$ cat config.mk
export PLATFORM = sky130hd
export DESIGN_NAME = sorted_merge_union_unit
export DESIGN_NICKNAME = d
export VERILOG_FILES = /design/src/rtl/smu_pkg.sv /design/src/rtl/smu_ram.sv /design/src/rtl/smu_fifo.sv /design/src/rtl/smu_front.sv /design/src/rtl/smu_back.sv /design/src/rtl/sorted_merge_union_unit.sv
export SDC_FILE = /design/constraint.sdc
export NUM_CORES = 2
export LEC_CHECK = 0
export ABC_AREA = 1
export BUFFER_PORTS_ARGS = -buffer_cell sky130_fd_sc_hd__buf_4
export CAP_MARGIN = 15
export CORE_ASPECT_RATIO = 1.5
export CORE_MARGIN = 1
export CORE_UTILIZATION = 63
export DETAILED_ROUTE_END_ITERATION = 6
export PLACE_DENSITY_LB_ADDON = 0.15
export SETUP_SLACK_MARGIN = 0.4
export SKIP_LAST_GASP = 1
export SYNTH_ARGS = -nofsm -noshare
export SYNTH_HDL_FRONTEND = slang
export SYNTH_SLANG_ARGS = --single-unit
$ cat constraint.sdc
create_clock -name aclk -period 8.5 [get_ports aclk]
set_clock_uncertainty 0.05 [all_clocks]
set_input_delay 1.275 -clock aclk [delete_from_list [all_inputs] [get_ports aclk]]
set_output_delay 1.275 -clock aclk [all_outputs]
set_load 0.1 [all_outputs]
$ cat src/rtl/smu_pkg.sv
`default_nettype none
package smu_pkg;

    localparam int VALUE_BITS = 32;

    typedef logic signed [VALUE_BITS-1:0] value_t;

    typedef enum logic [1:0] {
        ACT_PUSH_A = 2'd0,
        ACT_PUSH_B = 2'd1,
        ACT_END_A  = 2'd2,
        ACT_END_B  = 2'd3
    } action_t;

    typedef enum logic [1:0] {
        STATUS_DATA = 2'd0,
        STATUS_DONE = 2'd1,
        STATUS_DROP = 2'd2
    } status_t;

    typedef struct packed {
        action_t action;
        value_t  value;
    } in_item_t;

    typedef struct packed {
        value_t  merged_value;
        status_t status;
        logic    last;
    } out_item_t;

    // Classified request handed from the front queue to the merge engine.
    typedef struct packed {
        logic   is_push;
        logic   side_b;
        value_t value;
    } cmd_t;

    typedef enum logic [1:0] {
        ST_IDLE,
        ST_MERGE,
        ST_FLUSH
    } back_state_t;

endpackage
`default_nettype wire

$ cat src/rtl/smu_ram.sv
`default_nettype none
module smu_ram #(
    parameter int WIDTH = 32,
    parameter int DEPTH = 16
) (
    input  wire logic                     aclk,
    input  wire logic                     we,
    input  wire logic [$clog2(DEPTH)-1:0] waddr,
    input  wire logic [WIDTH-1:0]         wdata,
    input  wire logic [$clog2(DEPTH)-1:0] raddr,
    output logic      [WIDTH-1:0]         rdata
);

    logic [WIDTH-1:0] mem [DEPTH];

    always_ff @(posedge aclk) begin
        if (we) begin
            mem[waddr] <= wdata;
        end
        rdata <= mem[raddr];
    end

endmodule
`default_nettype wire

$ cat src/rtl/smu_fifo.sv
`default_nettype none
module smu_fifo
    import smu_pkg::*;
#(
    parameter int DEPTH = 16
) (
    input  wire logic                       aclk,
    input  wire logic                       aresetn,
    input  wire logic                       wr_en,
    input  wire value_t                     wr_data,
    input  wire logic                       rd_en,
    output value_t                          head,
    output logic      [$clog2(DEPTH+1)-1:0] count
);

    localparam int AW = $clog2(DEPTH);
    localparam int CW = $clog2(DEPTH + 1);

    logic [AW-1:0] wr_ptr_reg, wr_ptr_next;
    logic [AW-1:0] rd_ptr_reg, rd_ptr_next;
    logic [CW-1:0] count_reg, count_next;
    logic          byp_reg, byp_next;
    value_t        byp_data_reg;
    logic [VALUE_BITS-1:0] ram_rdata;

    function automatic logic [AW-1:0] wrap_inc(input logic [AW-1:0] p);
        return (p == AW'(DEPTH - 1)) ? '0 : p + AW'(1);
    endfunction

    always_comb begin
        wr_ptr_next = wr_en ? wrap_inc(wr_ptr_reg) : wr_ptr_reg;
        rd_ptr_next = rd_en ? wrap_inc(rd_ptr_reg) : rd_ptr_reg;
        count_next  = count_reg;
        if (wr_en && !rd_en) begin
            count_next = count_reg + CW'(1);
        end else if (!wr_en && rd_en) begin
            count_next = count_reg - CW'(1);
        end
        // RAM returns old data when the head slot is written this cycle
        byp_next = wr_en && (wr_ptr_reg == rd_ptr_next);
    end

    always_ff @(posedge aclk) begin
        if (!aresetn) begin
            wr_ptr_reg <= '0;
            rd_ptr_reg <= '0;
            count_reg  <= '0;
            byp_reg    <= 1'b0;
        end else begin
            wr_ptr_reg <= wr_ptr_next;
            rd_ptr_reg <= rd_ptr_next;
            count_reg  <= count_next;
            byp_reg    <= byp_next;
        end
    end

    always_ff @(posedge aclk) begin
        if (byp_next) begin
            byp_data_reg <= wr_data;
        end
    end

    smu_ram #(
        .WIDTH(VALUE_BITS),
        .DEPTH(DEPTH)
    ) u_ram (
        .aclk (aclk),
        .we   (wr_en),
        .waddr(wr_ptr_reg),
        .wdata(wr_data),
        .raddr(rd_ptr_next),
        .rdata(ram_rdata)
    );

    assign head  = byp_reg ? byp_data_reg : value_t'(ram_rdata);
    assign count = count_reg;

endmodule
`default_nettype wire

$ cat src/rtl/smu_front.sv
`default_nettype none
module smu_front
    import smu_pkg::*;
(
    input  wire logic     aclk,
    input  wire logic     aresetn,
    input  wire logic     s_valid,
    output logic          s_ready,
    input  wire in_item_t s_data,
    output logic          cmd_valid,
    input  wire logic     cmd_ready,
    output cmd_t          cmd
);

    cmd_t       q_reg [2];
    logic       wr_ptr_reg, wr_ptr_next;
    logic       rd_ptr_reg, rd_ptr_next;
    logic [1:0] fill_reg, fill_next;
    cmd_t       cls;
    logic       push, pop;

    always_comb begin
        cls.value = s_data.value;
        unique case (s_data.action)
            ACT_PUSH_A: begin cls.is_push = 1'b1; cls.side_b = 1'b0; end
            ACT_PUSH_B: begin cls.is_push = 1'b1; cls.side_b = 1'b1; end
            ACT_END_A:  begin cls.is_push = 1'b0; cls.side_b = 1'b0; end
            ACT_END_B:  begin cls.is_push = 1'b0; cls.side_b = 1'b1; end
            default:    begin cls.is_push = 1'b0; cls.side_b = 1'b0; end
        endcase
    end

    assign s_ready   = (fill_reg != 2'd2);
    assign cmd_valid = (fill_reg != 2'd0);
    assign cmd       = q_reg[rd_ptr_reg];
    assign push      = s_valid && s_ready;
    assign pop       = cmd_valid && cmd_ready;

    always_comb begin
        wr_ptr_next = push ? ~wr_ptr_reg : wr_ptr_reg;
        rd_ptr_next = pop ? ~rd_ptr_reg : rd_ptr_reg;
        fill_next   = fill_reg;
        if (push && !pop) begin
            fill_next = fill_reg + 2'd1;
        end else if (!push && pop) begin
            fill_next = fill_reg - 2'd1;
        end
    end

    always_ff @(posedge aclk) begin
        if (!aresetn) begin
            wr_ptr_reg <= 1'b0;
            rd_ptr_reg <= 1'b0;
            fill_reg   <= 2'd0;
        end else begin
            wr_ptr_reg <= wr_ptr_next;
            rd_ptr_reg <= rd_ptr_next;
            fill_reg   <= fill_next;
        end
    end

    always_ff @(posedge aclk) begin
        if (push) begin
            q_reg[wr_ptr_reg] <= cls;
        end
    end

endmodule
`default_nettype wire

$ cat src/rtl/smu_back.sv
`default_nettype none
module smu_back
    import smu_pkg::*;
#(
    parameter int BUFFER_DEPTH = 16
) (
    input  wire logic aclk,
    input  wire logic aresetn,
    input  wire logic cmd_valid,
    output logic      cmd_ready,
    input  wire cmd_t cmd,
    output logic      m_valid,
    input  wire logic m_ready,
    output out_item_t m_data
);

    localparam int CW = $clog2(BUFFER_DEPTH + 1);

    back_state_t state_reg, state_next;
    logic        ended_a_reg, ended_a_next;
    logic        ended_b_reg, ended_b_next;
    value_t      prev_reg, prev_next;
    logic        prev_valid_reg, prev_valid_next;
    logic        pend_valid_reg, pend_valid_next;
    out_item_t   pend_reg, pend_next;
    logic        m_valid_reg, m_valid_next;
    out_item_t   m_data_reg, m_data_next;

    logic          wr_a, wr_b, rd_a, rd_b;
    value_t        head_a, head_b;
    logic [CW-1:0] count_a, count_b;

    logic      have_a, have_b, full_a, full_b;
    logic      take_a, take_b, step;
    value_t    vsel;
    logic      out_free, stall;
    logic      emit_en;
    out_item_t emit_item;

    assign have_a   = (count_a != '0);
    assign have_b   = (count_b != '0);
    assign full_a   = (count_a == CW'(BUFFER_DEPTH));
    assign full_b   = (count_b == CW'(BUFFER_DEPTH));
    assign out_free = !m_valid_reg || m_ready;
    assign stall    = pend_valid_reg && !out_free;

    // Pick the next head to retire; equal heads retire together
    always_comb begin
        take_a = 1'b0;
        take_b = 1'b0;
        vsel   = head_a;
        priority if (have_a && have_b) begin
            if (head_a < head_b) begin
                take_a = 1'b1;
            end else if (head_b < head_a) begin
                take_b = 1'b1;
                vsel   = head_b;
            end else begin
                take_a = 1'b1;
                take_b = 1'b1;
            end
        end else if (have_a && ended_b_reg) begin
            take_a = 1'b1;
        end else if (have_b && ended_a_reg) begin
            take_b = 1'b1;
            vsel   = head_b;
        end else begin
            take_a = 1'b0;
        end
    end

    assign step = take_a || take_b;

    always_comb begin
        state_next      = state_reg;
        ended_a_next    = ended_a_reg;
        ended_b_next    = ended_b_reg;
        prev_next       = prev_reg;
        prev_valid_next = prev_valid_reg;
        pend_valid_next = pend_valid_reg;
        pend_next       = pend_reg;
        m_valid_next    = m_valid_reg;
        m_data_next     = m_data_reg;
        cmd_ready       = 1'b0;
        wr_a            = 1'b0;
        wr_b            = 1'b0;
        rd_a            = 1'b0;
        rd_b            = 1'b0;
        emit_en         = 1'b0;
        emit_item       = '{merged_value: '0, status: STATUS_DATA, last: 1'b0};

        if (m_valid_reg && m_ready) begin
            m_valid_next = 1'b0;
        end

        unique case (state_reg)
            ST_IDLE: begin
                cmd_ready = 1'b1;
                if (cmd_valid) begin
                    if (cmd.is_push) begin
                        if (cmd.side_b ? full_b : full_a) begin
                            // pend is empty here: hold the drop report directly
                            pend_valid_next = 1'b1;
                            pend_next = '{merged_value: cmd.value, status: STATUS_DROP,
                                          last: 1'b0};
                        end else begin
                            wr_a = !cmd.side_b;
                            wr_b = cmd.side_b;
                        end
                    end else if (cmd.side_b) begin
                        ended_b_next = 1'b1;
                    end else begin
                        ended_a_next = 1'b1;
                    end
                    state_next = ST_MERGE;
                end
            end
            ST_MERGE: begin
                if (!stall) begin
                    if (step) begin
                        rd_a = take_a;
                        rd_b = take_b;
                        // drop repeats of the last emitted value
                        if (!(prev_valid_reg && prev_reg == vsel)) begin
                            prev_next       = vsel;
                            prev_valid_next = 1'b1;
                            emit_en         = 1'b1;
                            emit_item.merged_value = vsel;
                        end
                    end else begin
                        if (ended_a_reg && ended_b_reg && !have_a && !have_b) begin
                            emit_en          = 1'b1;
                            emit_item.status = STATUS_DONE;
                            ended_a_next     = 1'b0;
                            ended_b_next     = 1'b0;
                            prev_next        = '0;
                            prev_valid_next  = 1'b0;
                        end
                        state_next = ST_FLUSH;
                    end
                end
            end
            ST_FLUSH: begin
                if (!pend_valid_reg) begin
                    state_next = ST_IDLE;
                end else if (out_free) begin
                    m_valid_next     = 1'b1;
                    m_data_next      = pend_reg;
                    m_data_next.last = 1'b1;
                    pend_valid_next  = 1'b0;
                    state_next       = ST_IDLE;
                end
            end
            default: begin
                state_next = ST_IDLE;
            end
        endcase

        // A new result pushes the held one out, which is then known not to be final
        if (emit_en) begin
            if (pend_valid_reg) begin
                m_valid_next = 1'b1;
                m_data_next  = pend_reg;
            end
            pend_valid_next = 1'b1;
            pend_next       = emit_item;
        end
    end

    always_ff @(posedge aclk) begin
        if (!aresetn) begin
            state_reg      <= ST_IDLE;
            ended_a_reg    <= 1'b0;
            ended_b_reg    <= 1'b0;
            prev_reg       <= '0;
            prev_valid_reg <= 1'b0;
            pend_valid_reg <= 1'b0;
            m_valid_reg    <= 1'b0;
        end else begin
            state_reg      <= state_next;
            ended_a_reg    <= ended_a_next;
            ended_b_reg    <= ended_b_next;
            prev_reg       <= prev_next;
            prev_valid_reg <= prev_valid_next;
            pend_valid_reg <= pend_valid_next;
            m_valid_reg    <= m_valid_next;
        end
    end

    always_ff @(posedge aclk) begin
        pend_reg   <= pend_next;
        m_data_reg <= m_data_next;
    end

    smu_fifo #(
        .DEPTH(BUFFER_DEPTH)
    ) u_fifo_a (
        .aclk   (aclk),
        .aresetn(aresetn),
        .wr_en  (wr_a),
        .wr_data(cmd.value),
        .rd_en  (rd_a),
        .head   (head_a),
        .count  (count_a)
    );

    smu_fifo #(
        .DEPTH(BUFFER_DEPTH)
    ) u_fifo_b (
        .aclk   (aclk),
        .aresetn(aresetn),
        .wr_en  (wr_b),
        .wr_data(cmd.value),
        .rd_en  (rd_b),
        .head   (head_b),
        .count  (count_b)
    );

    assign m_valid = m_valid_reg;
    assign m_data  = m_data_reg;

endmodule
`default_nettype wire

$ cat src/rtl/sorted_merge_union_unit.sv
// Sorted union of two ascending signed streams A and B, pushed interleaved on
// one request channel and tagged by action. A two-entry front queue takes and
// classifies requests; the merge engine behind it takes one request at a time.
// For each request it takes the request, retires heads in merge steps until
// none is left to retire, and then closes out the last result. Equal heads
// retire together in one step. The merge state machine makes one step per cycle
// while output back-pressure does not stall it. Each side is buffered in a
// BUFFER_DEPTH-entry RAM FIFO with no clearing pass after reset. Results carry
// last on the final one of each request; a full side reports the dropped value
// with the drop status, and completion of both sides yields a done result and
// restarts the union.
`default_nettype none
module sorted_merge_union_unit
    import smu_pkg::*;
#(
    parameter int BUFFER_DEPTH = 16
) (
    input  wire logic     aclk,
    input  wire logic     aresetn,
    input  wire logic     s_valid,
    output logic          s_ready,
    input  wire in_item_t s_data,
    output logic          m_valid,
    input  wire logic     m_ready,
    output out_item_t     m_data
);

    logic cmd_valid;
    logic cmd_ready;
    cmd_t cmd;

    smu_front u_front (
        .aclk     (aclk),
        .aresetn  (aresetn),
        .s_valid  (s_valid),
        .s_ready  (s_ready),
        .s_data   (s_data),
        .cmd_valid(cmd_valid),
        .cmd_ready(cmd_ready),
        .cmd      (cmd)
    );

    smu_back #(
        .BUFFER_DEPTH(BUFFER_DEPTH)
    ) u_back (
        .aclk     (aclk),
        .aresetn  (aresetn),
        .cmd_valid(cmd_valid),
        .cmd_ready(cmd_ready),
        .cmd      (cmd),
        .m_valid  (m_valid),
        .m_ready  (m_ready),
        .m_data   (m_data)
    );

endmodule
`default_nettype wire
==> results by group <==
Power and ir drop
  – Sw frac: 36.1%
  – Internal power: 13.5 mW
  – Max VDD drop: 0.000308 V
  – Sequential fraction of design power: 42.8%
  – Logic pwr share: 30.9%
  – Leakage: 20.7 nW
  – P per Cell Area: 350 nW/um2
  – Tot Pwr: 21.2 mW
  – Clock power share: 26.3%
  – Psw: 7.65 mW

Global routing
  – First-pass GRT wire length: 220000 um
  – Tot GR Track Use: 34.2%
  – Pin count of the biggest net entering global routing: 153
  – Initial antenna violation count: 2
  – GR Util met3: 4.78%
  – GRT Max-Usage Layer: met2
  – Vias in the first global route: 35100
  – M2 GR Usage: 59.0%
  – Total gr overflow: 0
  – Met1 usage: 42.3%

Route
  – First DRT Iteration DRCs: 4333
  – Final ANT Viol Nets: 0
  – Overall routed net length: 150000 um
  – WL/cell: 26.4 um
  – 1st-pass router iterations: 6
  – Vias: 36500
  – Via/cell ratio: 6.40
  – # DRC: 0

Worst setup path
  – WP data required: 8.87 ns
  – Worst-path fanout max: 68
  – Kind of critical path: flip-flop to flip-flop
  – CP arrival: 7.24 ns
  – Nature of the critical path endpoint: flip-flop
  – Setup crit start kind: flip-flop
  – R2R setup slack: 1.63 ns

Synth
  – Register area share after synthesis: 72.5%
  – Ys flop type: edfxtp_1
  – Synth Area in Simple Gates: 10.4%
  – Synth Instances: 4448
  – Post-Syn Nets: 4539
  – Main combinational cell family by area after synthesis: compound AO/OA/AOI/OAI gates
  – Ys async rst share: 0%
  – Synth Area in Adders: 1.24%
  – Mapped Area: 54500 um2
  – XOR/XNOR share of the synthesized area: 0.255%
  – Complex-gate fraction of the synthesized area: 12.1%
  – Mean area per synthesized cell: 12.2 um2
  – Synth warn: 0
  – Unique masters post-synth: 47
  – Synthesized flop and latch total: 1361
  – EDFF count, synth: 1225
  – Mux cell area share after synthesis: 0.168%

Timing
  – Setup_tns: 0 ns
  – RSZ-0062 raised after global routing: no
  – Min Tclk post-route: 6.87 ns
  – Final setup fails: 0
  – Max_slew headroom: 20.8%
  – Slew @ Worst Pin: 1.19 ns
  – Fin. Hold Viols: 0
  – Max frequency: 0.146 GHz
  – Period utilization: 80.8%
  – Final Slew Violations: 0

Cells and area
  – Layout cell share with drive strength beyond 1: 9.32%
  – Fill cells: 5749
  – # nets final: 4559
  – Layout area overhead: 11.3%
  – Antenna diodes: 0

Clock network
  – CTS clk-pin slew, worst paths: 0.06 ns
  – Worst-Skew Late Latency: 0.73 ns
  – Clock Path Buffers: 3
  – Hold buffers post-CTS: 0
  – H-tree Lvls: 3
  – Clock sink count: 1361
  – CTS tree: built
  – Post-CTS Setup Bufs: 0
  – Post-CTS Resized: 0
  – CTS root buf: clkbuf_16
  – Cts bufs inserted: 117

Floorplan
  – DIE AREA: 87700 um2
  – Core Region: 85400 um2
  – Initial Util: 63.8%
  – Die Wd: 242 um
  – Cell row count: 131
  – Ports: 75
  – Chip Height: 362 um

Placement
  – Placer congestion estimate: 0.997
  – HPWL Detailed: 84400 um
  – PortBufs: 74

Job
  – Max Cap Violations: 0

Run status
  – Status: complete, no violations

Hold path
  – Hold WC Path Type: flip-flop to flip-flop
cells by family (layout without fill, tap and decap cells):
group | Yosys count | after routing
compound gates | 1148 | 1148
xor+xnor | 15 | 15
fa+ha+maj | 53 | 53
buf+inv | 448 | 571
flops | 1361 | 1361
mux | 9 | 9
simple gates | 1414 | 1414
final cells by class:
class	instances	area, um2	share of cell area, %
flip-flops and latches	1361	39500	65.2
multi-input cells	2639	13600	22.4
clock buffers	155	3260	5.38
well taps	1130	1410	2.33
repair buffers	169	1380	2.28
clock inverters	67	776	1.28
inverters	180	688	1.13
placed cells by master, fill, tap and decap left out, types with 4 or more instances in the layout:
master      count
nor2_1        653
o221ai_1      100
a211oi_1        4
nand3b_1       11
o21ai_0       662
nor2_4         36
ha_1           51
buf_12          7
bufinv_16      16
o21ai_1        33
nand3_1       100
clkinvlp_4      8
clkbuf_1       22
nand2_1       542
o22ai_1       159
nand4_1        39
a21oi_1        73
nand2_2         9
o211ai_1       63
xor2_1         10
o21ai_4         4
inv_6           4
clkinv_1       23
nor3_1          6
edfxtp_1     1225
dfxtp_1       135
inv_2           4
inv_1         169
buf_4         160
clkinv_2       18
mux2i_1         8
clkbuf_8       13
clkbuf_16     120
o21a_1         35
a21o_1          5
synth_stat cells (4+ instances only):
master | number | share of area (%)
a211oi_1 | 4 | 0.055
a21o_1 | 5 | 0.069
a21oi_1 | 73 | 0.67
buf_1 | 9 | 0.062
buf_2 | 35 | 0.32
buf_4 | 6 | 0.083
buf_6 | 4 | 0.083
clkbuf_1 | 214 | 1.5
dfxtp_1 | 136 | 5.0
edfxtp_1 | 1225 | 68
ha_1 | 51 | 1.2
inv_1 | 171 | 1.2
inv_2 | 6 | 0.041
mux2i_1 | 8 | 0.15
nand2_1 | 549 | 3.8
nand2_2 | 4 | 0.046
nand3_1 | 100 | 0.92
nand3b_1 | 11 | 0.15
nand4_1 | 39 | 0.45
nor2_1 | 689 | 4.7
nor3_1 | 7 | 0.064
o211ai_1 | 63 | 0.87
o21a_1 | 35 | 0.48
o21ai_0 | 664 | 6.1
o21ai_1 | 35 | 0.32
o221ai_1 | 100 | 1.6
o22ai_1 | 160 | 1.8
xor2_1 | 11 | 0.18
worst max-delay path: stages (launching register included):
cell     delay, ns
dfxtp_1       0.31
buf_4         0.29
inv_1         0.51
nand2_1       0.18
nand2_1       0.12
ha_1          0.41
nand2_1       0.10
nor2_1        0.18
nand4_1       0.19
nor2_1        0.21
nand2_1       0.14
nand3_2       0.34
nand2_4       0.28
nand2_2       0.20
nand2_4       0.15
o21ai_0       0.37
o21ai_0       0.16
nor2_1        0.12
nand2_1       0.06
nor2_1        0.12
nand3_2       0.61
nand3_4       0.35
buf_4         0.61
o31ai_4       0.14
buf_4         0.30
worst paths after layout:
path | start | endpoint | depth (start not counted)
setup / recovery | u_back.u_fifo_b.byp_reg | u_back.pend_reg[29] | 24
hold / removal | u_back.prev_reg[10] | u_back.prev_reg[10] | 2
setup reg to reg | u_back.u_fifo_b.byp_reg | u_back.pend_reg[29] | 24
hold reg to reg | u_back.prev_reg[10] | u_back.prev_reg[10] | 2
stage by stage:
stage                     setup WS, ns  area, um2  std cells  util, %  hold slack [ns]
after floorplan                   2.29      54500       4448        -            0.375
after global placement            1.91      56600       5477     66.2            0.386
after detailed placement          1.80      56600       5477     66.2            0.406
after CTS                         1.74      60600       5699     71.0            0.415
after global routing              1.06      60600       5701     71.0            0.440
final                             1.63      60600       5701     71.0            0.416
power groups by stage:
stage / registers [mW] / clock network (mW) / logic (mW)
floorplan: 9.00 / 0 / 4.23
global placement: 9.19 / 0 / 6.30
detailed placement: 9.18 / 0 / 6.42
CTS: 9.05 / 5.60 / 6.45
global route: 9.08 / 5.84 / 7.14
finish: 9.07 / 5.57 / 6.56
routing by layer:
metal | routed length [um] | vias to the layer above
met4 | 7800 | 0
li1 | - | 16200
met1 | 53900 | 17900
met2 | 75800 | 1983
met5 | 0 | -
met3 | 12800 | 395
(Power assumes the default switching activity.)
